## src/design/yjed_pkg.sv

```systemverilog
// shared types, constants and helpers for the escape sequence decoder
package yjed_pkg;

   // window geometry
   localparam logic [3:0] WINDOW_BYTES = 4'd12;
   localparam int HEX_LANES = 10;
   localparam int HEX_MAX_DIGITS = 8;

   // character codes
   localparam logic [7:0] CH_BSLASH  = 8'h5c;
   localparam logic [7:0] CH_SQUOTE  = 8'h27;
   localparam logic [7:0] CH_DQUOTE  = 8'h22;
   localparam logic [7:0] CH_SLASH   = 8'h2f;
   localparam logic [7:0] CH_LOWER_B = 8'h62;
   localparam logic [7:0] CH_LOWER_F = 8'h66;
   localparam logic [7:0] CH_LOWER_N = 8'h6e;
   localparam logic [7:0] CH_LOWER_R = 8'h72;
   localparam logic [7:0] CH_LOWER_T = 8'h74;
   localparam logic [7:0] CH_LOWER_A = 8'h61;
   localparam logic [7:0] CH_LOWER_V = 8'h76;
   localparam logic [7:0] CH_LOWER_E = 8'h65;
   localparam logic [7:0] CH_LOWER_X = 8'h78;
   localparam logic [7:0] CH_LOWER_U = 8'h75;
   localparam logic [7:0] CH_UPPER_U = 8'h55;
   localparam logic [7:0] CH_UPPER_N = 8'h4e;
   localparam logic [7:0] CH_UPPER_L = 8'h4c;
   localparam logic [7:0] CH_UPPER_P = 8'h50;
   localparam logic [7:0] CH_ZERO    = 8'h30;
   localparam logic [7:0] CH_TAB     = 8'h09;
   localparam logic [7:0] CH_SPACE   = 8'h20;
   localparam logic [7:0] CH_UNDER   = 8'h5f;

   // code points
   localparam logic [15:0] CP_NEL  = 16'h0085;
   localparam logic [15:0] CP_NBSP = 16'h00a0;
   localparam logic [15:0] CP_LS   = 16'h2028;
   localparam logic [15:0] CP_PS   = 16'h2029;
   localparam logic [15:0] SURR_HIGH_FIRST = 16'hd800;
   localparam logic [15:0] SURR_HIGH_LAST  = 16'hdbff;
   localparam logic [20:0] SURR_LOW_FIRST  = 21'h00dc00;
   localparam logic [20:0] PLANE1_BASE     = 21'h010000;
   localparam logic signed [31:0] FAIL_VALUE = -32'sd1;

   // escape modes
   typedef enum logic [1:0] {
      MODE_NONE   = 2'd0,
      MODE_SINGLE = 2'd1,
      MODE_YAML   = 2'd2,
      MODE_JSON   = 2'd3
   } escape_mode_type;

   // outcome class found by the front end
   typedef enum logic [1:0] {
      KIND_FAIL  = 2'd0,
      KIND_VALUE = 2'd1,
      KIND_HEX   = 2'd2
   } kind_type;

   // number of hex digits after the escape letter
   typedef enum logic [1:0] {
      HEX_2 = 2'd0,
      HEX_4 = 2'd1,
      HEX_8 = 2'd2
   } hex_len_type;

   // input word
   typedef struct packed {
      logic [63:0] window_low;
      logic [31:0] window_high;
      logic [3:0]  avail_len;
   } req_type;

   // result word
   typedef struct packed {
      logic signed [31:0] result_value;
      logic [3:0]         consumed_bytes;
   } rsp_type;

   // front end findings handed to the merge stage
   typedef struct packed {
      kind_type    kind;
      logic [3:0]  fail_used;
      logic [15:0] simple_value;
      hex_len_type hex_len;
      logic        pair_ok;
   } front_info_type;

   function automatic logic [3:0] hex_count(hex_len_type h);
      logic [3:0] n;
      unique case (h)
         HEX_2:   n = 4'd2;
         HEX_4:   n = 4'd4;
         HEX_8:   n = 4'd8;
         default: n = 4'd0;
      endcase
      return n;
   endfunction

endpackage

```

## src/design/yjed_hex_lane.sv

```systemverilog
// one hex digit lane: classifies a single window byte
module yjed_hex_lane
   import yjed_pkg::*;
(
   input  logic [7:0] char_in,
   output logic [3:0] nibble,
   output logic       bad
);

   // digit ranges 0-9, a-f, A-F
   always_comb begin
      nibble = 4'd0;
      bad    = 1'b0;
      priority if (char_in >= 8'h30 && char_in <= 8'h39) begin
         nibble = char_in[3:0];
      end else if ((char_in >= 8'h61 && char_in <= 8'h66) ||
                   (char_in >= 8'h41 && char_in <= 8'h46)) begin
         nibble = 4'(char_in[2:0] + 3'd1) + 4'd8;
      end else begin
         bad = 1'b1;
      end
   end

endmodule

```

## src/design/yjed_front.sv

```systemverilog
// front end: length clamp, mode checks and simple escape lookup
module yjed_front
   import yjed_pkg::*;
(
   input  escape_mode_type mode,
   input  req_type         req,
   output front_info_type  info
);

   logic [11:0][7:0] win;
   logic [3:0]       len;
   logic [7:0]       b0;
   logic [7:0]       b1;
   logic             yaml;
   logic             simple_hit;
   logic [15:0]      simple_value;

   assign win  = {req.window_high, req.window_low};
   assign b0   = win[0];
   assign b1   = win[1];
   assign yaml = (mode == MODE_YAML);
   assign len  = (req.avail_len > WINDOW_BYTES) ? WINDOW_BYTES : req.avail_len;

   // single character escapes, yaml-only ones gated by mode
   always_comb begin
      simple_hit   = 1'b1;
      simple_value = 16'd0;
      unique case (b1)
         CH_LOWER_B: simple_value = 16'h0008;
         CH_LOWER_F: simple_value = 16'h000c;
         CH_LOWER_N: simple_value = 16'h000a;
         CH_LOWER_R: simple_value = 16'h000d;
         CH_LOWER_T: simple_value = 16'h0009;
         CH_DQUOTE:  simple_value = 16'h0022;
         CH_SLASH:   simple_value = 16'h002f;
         CH_BSLASH:  simple_value = 16'h005c;
         CH_ZERO: begin
            simple_value = 16'h0000;
            simple_hit   = yaml;
         end
         CH_LOWER_A: begin
            simple_value = 16'h0007;
            simple_hit   = yaml;
         end
         CH_TAB: begin
            simple_value = 16'h0009;
            simple_hit   = yaml;
         end
         CH_LOWER_V: begin
            simple_value = 16'h000b;
            simple_hit   = yaml;
         end
         CH_LOWER_E: begin
            simple_value = 16'h001b;
            simple_hit   = yaml;
         end
         CH_SPACE: begin
            simple_value = 16'h0020;
            simple_hit   = yaml;
         end
         CH_UPPER_N: begin
            simple_value = CP_NEL;
            simple_hit   = yaml;
         end
         CH_UNDER: begin
            simple_value = CP_NBSP;
            simple_hit   = yaml;
         end
         CH_UPPER_L: begin
            simple_value = CP_LS;
            simple_hit   = yaml;
         end
         CH_UPPER_P: begin
            simple_value = CP_PS;
            simple_hit   = yaml;
         end
         default: simple_hit = 1'b0;
      endcase
   end

   // classify the escape
   always_comb begin
      info.kind         = KIND_FAIL;
      info.fail_used    = 4'd0;
      info.simple_value = simple_value;
      info.hex_len      = HEX_4;
      info.pair_ok      = (len == WINDOW_BYTES) && (win[6] == CH_BSLASH) &&
                          (win[7] == CH_LOWER_U);
      priority if (mode == MODE_NONE || len < 4'd2) begin
         info.fail_used = 4'd0;
      end else if (mode == MODE_SINGLE) begin
         priority if (b0 != CH_SQUOTE) begin
            info.fail_used = 4'd1;
         end else if (b1 != CH_SQUOTE) begin
            info.fail_used = 4'd2;
         end else begin
            info.kind         = KIND_VALUE;
            info.simple_value = 16'(CH_SQUOTE);
         end
      end else if (b0 != CH_BSLASH) begin
         info.fail_used = 4'd1;
      end else if (simple_hit) begin
         info.kind = KIND_VALUE;
      end else if (yaml && b1 != CH_LOWER_X && b1 != CH_LOWER_U && b1 != CH_UPPER_U) begin
         info.fail_used = 4'd0;
      end else if (!yaml && b1 != CH_LOWER_U) begin
         info.fail_used = 4'd2;
      end else begin
         priority if (b1 == CH_LOWER_X) begin
            info.hex_len = HEX_2;
         end else if (b1 == CH_UPPER_U) begin
            info.hex_len = HEX_8;
         end else begin
            info.hex_len = HEX_4;
         end
         // digits cut off by the available length
         if (hex_count(info.hex_len) + 4'd2 > len) begin
            info.fail_used = 4'd2;
         end else begin
            info.kind = KIND_HEX;
         end
      end
   end

endmodule

```

## src/design/yjed_merge.sv

```systemverilog
// merge stage: combines lane digits into the code point and byte count
module yjed_merge
   import yjed_pkg::*;
(
   input  front_info_type                info,
   input  logic [HEX_LANES-1:0]          lane_bad,
   input  logic [HEX_LANES-1:0][3:0]     lane_nib,
   output rsp_type                       rsp
);

   logic [3:0]  n;
   logic        bad_found;
   logic [3:0]  bad_used;
   logic [31:0] hex_value;
   logic [15:0] hi;
   logic [15:0] lo;
   logic        is_high;
   logic        pair_bad;
   logic [20:0] joined;

   // first bad digit among the lanes in use, lowest lane wins
   always_comb begin
      n         = hex_count(info.hex_len);
      bad_found = 1'b0;
      bad_used  = 4'd0;
      for (int i = HEX_MAX_DIGITS - 1; i >= 0; i--) begin
         if (4'(i) < n && lane_bad[i]) begin
            bad_found = 1'b1;
            bad_used  = 4'(i + 3);
         end
      end
   end

   // digit assembly
   always_comb begin
      unique case (info.hex_len)
         HEX_2:   hex_value = {24'd0, lane_nib[0], lane_nib[1]};
         HEX_4:   hex_value = {16'd0, lane_nib[0], lane_nib[1], lane_nib[2], lane_nib[3]};
         HEX_8:   hex_value = {lane_nib[0], lane_nib[1], lane_nib[2], lane_nib[3],
                               lane_nib[4], lane_nib[5], lane_nib[6], lane_nib[7]};
         default: hex_value = 32'd0;
      endcase
   end

   // surrogate pair join, low half taken as is
   assign hi       = hex_value[15:0];
   assign lo       = {lane_nib[6], lane_nib[7], lane_nib[8], lane_nib[9]};
   assign is_high  = (info.hex_len == HEX_4) && (hi >= SURR_HIGH_FIRST) &&
                     (hi <= SURR_HIGH_LAST) && info.pair_ok;
   assign pair_bad = |lane_bad[HEX_LANES-1 -: 4];
   assign joined   = PLANE1_BASE + {1'b0, hi[9:0], 10'd0} + 21'(lo) - SURR_LOW_FIRST;

   // final selection
   always_comb begin
      rsp.result_value   = FAIL_VALUE;
      rsp.consumed_bytes = 4'd0;
      unique case (info.kind)
         KIND_VALUE: begin
            rsp.result_value   = $signed({16'd0, info.simple_value});
            rsp.consumed_bytes = 4'd2;
         end
         KIND_HEX: begin
            priority if (bad_found) begin
               rsp.consumed_bytes = bad_used;
            end else if (is_high) begin
               if (!pair_bad) begin
                  rsp.result_value   = $signed({11'd0, joined});
                  rsp.consumed_bytes = WINDOW_BYTES;
               end
            end else begin
               rsp.result_value   = $signed(hex_value);
               rsp.consumed_bytes = n + 4'd2;
            end
         end
         default: begin
            rsp.consumed_bytes = info.fail_used;
         end
      endcase
   end

endmodule

```

## src/design/yaml_json_escape_decoder_core.sv

```systemverilog
// Escape sequence decoder: one window a cycle, ten hex digit lanes and a merge stage.
// Each result is strobed by rsp_valid for one cycle. Throughput: one word every
// cycle; busy is high only in reset. The result path runs through the lane register
// and the output register.
// Reset (synchronous): clears the pipeline valids and sets the escape mode to YAML.
module yaml_json_escape_decoder_core
   import yjed_pkg::*;
(
   input  logic       clock,
   input  logic       reset,
   input  logic       start,
   output logic       busy,
   input  req_type    req_payload,
   output logic       rsp_valid,
   output rsp_type    rsp_payload,
   input  logic       csr_valid,
   output logic       csr_ready,
   input  logic [1:0] csr_wdata
);

   logic [11:0][7:0]              win;
   logic [HEX_LANES-1:0]          lane_bad;
   logic [HEX_LANES-1:0][3:0]     lane_nib;
   front_info_type                front_info;
   rsp_type                       merged;
   escape_mode_type               mode_ff;
   logic                          s1_valid_ff;
   logic                          s1_valid_in;
   front_info_type                s1_info_ff;
   logic [HEX_LANES-1:0]          s1_bad_ff;
   logic [HEX_LANES-1:0][3:0]     s1_nib_ff;
   logic                          rsp_valid_ff;
   rsp_type                       rsp_ff;

   assign busy        = reset;
   assign csr_ready   = 1'b1;
   assign s1_valid_in = start && !busy;
   assign win         = {req_payload.window_high, req_payload.window_low};

   // mode register
   always_ff @(posedge clock) begin
      if (reset) begin
         mode_ff <= MODE_YAML;
      end else if (csr_valid && csr_ready) begin
         mode_ff <= escape_mode_type'(csr_wdata);
      end
   end

   // hex digit lanes over bytes 2 to 11
   for (genvar k = 0; k < HEX_LANES; k++) begin : g_lane
      yjed_hex_lane u_lane (
         .char_in (win[k + 2]),
         .nibble  (lane_nib[k]),
         .bad     (lane_bad[k])
      );
   end

   yjed_front u_front (
      .mode (mode_ff),
      .req  (req_payload),
      .info (front_info)
   );

   // lane register
   always_ff @(posedge clock) begin
      if (reset) begin
         s1_valid_ff <= 1'b0;
      end else begin
         s1_valid_ff <= s1_valid_in;
      end
   end

   always_ff @(posedge clock) begin
      s1_info_ff <= front_info;
      s1_bad_ff  <= lane_bad;
      s1_nib_ff  <= lane_nib;
   end

   yjed_merge u_merge (
      .info     (s1_info_ff),
      .lane_bad (s1_bad_ff),
      .lane_nib (s1_nib_ff),
      .rsp      (merged)
   );

   // output register
   always_ff @(posedge clock) begin
      if (reset) begin
         rsp_valid_ff <= 1'b0;
      end else begin
         rsp_valid_ff <= s1_valid_ff;
      end
   end

   always_ff @(posedge clock) begin
      rsp_ff <= merged;
   end

   assign rsp_valid   = rsp_valid_ff;
   assign rsp_payload = rsp_ff;

`ifndef NO_ASSERTIONS
   // every result comes from an accepted word
   a_result_has_word: assert property (@(posedge clock) disable iff (reset)
      rsp_valid |-> $past(start && !busy, 2))
      else $error("result without an accepted word");

   // nothing consumed means failure
   a_zero_used_fails: assert property (@(posedge clock) disable iff (reset)
      (rsp_valid && rsp_payload.consumed_bytes == 4'd0) |->
         rsp_payload.result_value == FAIL_VALUE)
      else $error("zero bytes consumed on a success");

   // a joined surrogate pair never fails
   a_pair_succeeds: assert property (@(posedge clock) disable iff (reset)
      (rsp_valid && rsp_payload.consumed_bytes == WINDOW_BYTES) |->
         rsp_payload.result_value != FAIL_VALUE)
      else $error("full window consumed on a failure");
`endif

endmodule

```

## config.mk

```make
export PLATFORM = sky130hd
export DESIGN_NAME = yaml_json_escape_decoder_core
export DESIGN_NICKNAME = d
export VERILOG_FILES = /design/src/design/yjed_pkg.sv /design/src/design/yjed_hex_lane.sv /design/src/design/yjed_front.sv /design/src/design/yjed_merge.sv /design/src/design/yaml_json_escape_decoder_core.sv
export SDC_FILE = /design/constraint.sdc
export NUM_CORES = 1
export LEC_CHECK = 0
export ABC_CLOCK_PERIOD_IN_PS = 3650
export BUFFER_PORTS_ARGS = -buffer_cell sky130_fd_sc_hd__buf_2
export CAP_MARGIN = 20
export CORE_ASPECT_RATIO = 1.2
export CORE_UTILIZATION = 54
export DETAILED_ROUTE_END_ITERATION = 10
export GPL_TIMING_DRIVEN = 0
export PLACE_DENSITY = 0.8
export SYNTH_ARGS = -nofsm -noshare
export SYNTH_HDL_FRONTEND = slang
export SYNTH_SLANG_ARGS = --single-unit
```

## constraint.sdc

```tcl
create_clock -name clock -period 3.65 [get_ports clock]
set_input_delay 0.1825 -clock clock [delete_from_list [all_inputs] [get_ports clock]]
set_output_delay 0.1825 -clock clock [all_outputs]
set_load 0.01 [all_outputs]
```

==> impl_metrics.csv <==
group,metric,value,unit
power,powerDensity,345.6,nW/um^2
global_route,grt_max_degree,20,
global_route,grt_first_pass_wirelength,26650,um
setup_path,critPathArrivalTime,3670,ps
sta,tightest_slew,1129,ps
placement,place.detailed.hpwl,12950,um
die,die_area,11650,sq um
power,p_switching,623.2,uW
power,vdd_drop_max,182.6,uV
sta,fin_crit,3443,ps
cells_and_area,n_antenna_cell,0,
synthesis,synth_nets,872,
die,die_h,118.0,um
clocking,clkLatencyLatePin,350,ps
drt,ant_nets,0,
power,seq_power_share,0.472,
setup_path,crit_buf_inv,3,
clocking,cts_tree,"done",
clocking,clk_pin_slew,70,ps
setup_path,worst_path_largest_cell_delay,390,ps
drt,wire_per_inst,16.40,um
power,power_frac_clock,0.418,
cells_and_area,final_cells,1007,
synthesis,synth-edff-count,0,
drt,routed-via-count,5877,
clocking,clockBufferDepth,2,
drt,drc,0,
sta,maxSlewViolCount,0,
cells_and_area,area_delta_synth_final,21.44,%
sta,hold_slack,39.06,ps
global_route,grt_antenna_before_repair,0,
global_route,grt_pass1_vias,5674,
cells_and_area,fin_area,7356,sq um
sta,post-route-period-util,0.9432,
worst_hold_path,hp-class,"in -> reg",
synthesis,synth.distinct_cells,74,
synthesis,synthCells,713,
synthesis,synthFlopType,"dfxtp_1",
placement,io_buffers,142,
clocking,ctsHoldBuffers,0,
drt,viasPerCell,5.836,
sta,fmax,290.5,MHz
setup_path,critPathLaunchType,"flip-flop",
synthesis,synth_top_area_cell,"dfxtp_1",
synthesis,yosysWarnings,0,
die,io_pins,145,
setup_path,cp_slowest_cell,"fa_2",
power,p_int,1919,uW
die,die_w,98.68,um
clocking,numCtsBuffers,9,
sta,fin_worst_skew,8.858,ps
global_route,track_usage,0.2888,
run_status,outcome,"finished clean",
clocking,h-tree-depth,3,
drt,drt_pass1_iterations,5,
power,combPwrFrac,0.110,
clocking,post_cts_buffers,0,
sta,final_hold_viol_count,0,
drt,drtIter0Drc,385,
clocking,cts_sinks,106,
setup_path,cp_top_family,"adder cells",
synthesis,synth_top_area_frac,0.3503,
synthesis,async_reset_ff_frac,0,
power,power.total,2542,uW
clocking,cts-root-buf,"clkbuf_16",
setup_path,path_cells,"inv_1 -> ha_1 -> buf_2 -> clkbuf_4 -> a222oi_1 -> nor2_1 -> ha_1 -> ha_1 -> fa_2 -> a211oi_2 -> o21bai_1 -> a21oi_2 -> nor4_1 -> xnor2_1 -> a21oi_1",
power,power.leakage,0.003310,uW
setup_path,path_max_fanout,10,
drt,wirelength,16510,um
run,cap_violations,0,
setup_path,cp_common_cell,"ha_1",
synthesis,netlist_area,6057,sq um
sta,setup_violations,0,
cells_and_area,drive_gt1_frac,0.2343,
cells_and_area,nNetsFinal,1029,
setup_path,end_kind,"flip-flop",
die,row_count,42,
global_route,grt_remaining_overflow,0,
placement,place_congestion,0.9069,
placement,placed_cell_area,6933,sq um
placement,place_inst,987,
setup_path,critPathKind,"reg -> reg",
power,p_sw_frac,0.2451,
die,initial_utilization,0.5515,
die,core-area,10980,sq um
synthesis,syn_area_per_cell,8.495,sq um
synthesis,yosys-top-cells-area,"dfxtp_1, ha_1, nand2_1, nor2_1, o21ai_0",
synthesis,postSynthRegisterBits,106,
setup_path,cp_data_required_time,3880,ps
synthesis,ys_seq_area_frac,0.3503,
sta,slew_headroom,0.2280,
-- registers in the layout, indices dropped and copies added (netlist names) --
register     count
mode_ff          2
rsp_payload     36
rsp_valid        1
s1_bad_ff       10
s1_info_ff      16
s1_nib_ff       40
s1_valid_ff      1
-- per-stage QoR --
step	utilization	setup TNS, ps	setup WS, ps
after CTS	0.6619	0	119.4
after global placement	0.6312	-131.5	-94.68
after detailed placement	0.6312	-184.3	-110.1
after floorplan	-	0	465.9
final	0.6697	0	207.2
after global routing	0.6697	-10.57	-10.57
-- power by group through the flow --
stage	combinational (uW)	clock (uW)	sequential [uW]
4_1_cts	274	1080	1200
3_5_place_dp	272	0	1230
3_3_place_gp	256	0	1230
5_1_grt	311	1130	1200
6_report	279	1060	1200
2_1_floorplan	147	0	1220
-- synthesized netlist by cell type (4+ instances only) --
master,n
a31oi_1,8
nor3_1,9
nor4b_1,7
nor2b_1,14
nor2_1,56
or2_2,4
buf_2,6
a222oi_1,8
nand3_1,16
nand3b_1,6
a311oi_1,4
nor4_1,9
o21bai_1,12
a22oi_1,17
nand2b_1,13
a21o_1,6
clkbuf_1,13
nand2_1,90
mux2i_1,4
or4b_1,6
a2111oi_0,10
ha_1,52
a22o_1,10
a211oi_1,9
inv_1,49
dfxtp_1,106
mux2_2,12
nor3b_1,4
xnor2_1,4
o21ai_0,41
a21oi_1,38
nand4_1,5
-- cell usage in the layout (no fill, tap or decap), drive strengths merged, types with 7 or more instances in the layout --
master,instances
a2111oi,11
a211oi,9
a21oi,38
a222oi,8
a22o,10
a22oi,17
a31oi,8
buf,153
clkbuf,22
dfxtp,106
ha,52
inv,52
mux2,12
nand2,90
nand2b,13
nand3,16
nor2,57
nor2b,14
nor3,9
nor4,9
nor4b,7
o21ai,43
o21bai,12
or4b,7
-- worst paths after layout --
path / slack, ps / from / cells past startpoint / endpoint
worst min-delay path: 40 / start / 2 / s1_valid_ff
worst min register to register: 450 / s1_valid_ff / 1 / rsp_valid
worst max register to register: 210 / s1_info_ff[2] / 15 / rsp_payload[23]
worst max-delay path: 210 / s1_info_ff[2] / 15 / rsp_payload[23]
-- per-layer routing --
layer  vias to the layer above  wire (um)  global-route usage
met5                         -          0                   0
met1                      2744       7138              0.3532
li1                       2903          -                   -
met4                         0        406              0.1073
met3                        34        775             0.04929
met2                       196       8189              0.5048
-- timing repair --
action / in CTS / in global routing
endpoints found under the hold margin: 0 / 0
gates resized for setup: 3 / 10
endpoints found under the setup margin: 3 / 3
pin swaps: 0 / 1
-- area by class of cell --
type	instances	area, sq um
Clock buffer	9	225.2
Buffer	24	122.6
Sequential cell	106	2122
Inverter	49	183.9
Clock inverter	7	108.9
Multi-Input combinational cell	533	3655
Fill cell	965	3627
Timing Repair Buffer	147	773.2
Tap cell	132	165.2
-- logic make-up (layout without fill, tap and decap cells) --
logic type               Yosys count  after routing  share of synthesized area
buffers and inverters             74            236                    0.05020
flip-flops                       106            106                     0.3503
AND/OR/NAND/NOR                  263            263                     0.2260
adder cells (fa/ha/maj)           53             53                     0.1107
other                              1              1                  0.0006191
AO/OA/AOI/OAI                    193            193                     0.2231
multiplexers                      16             16                    0.02892
XOR/XNOR                           7              7                    0.01012
Note: power is estimated with default switching activity, not from simulation.
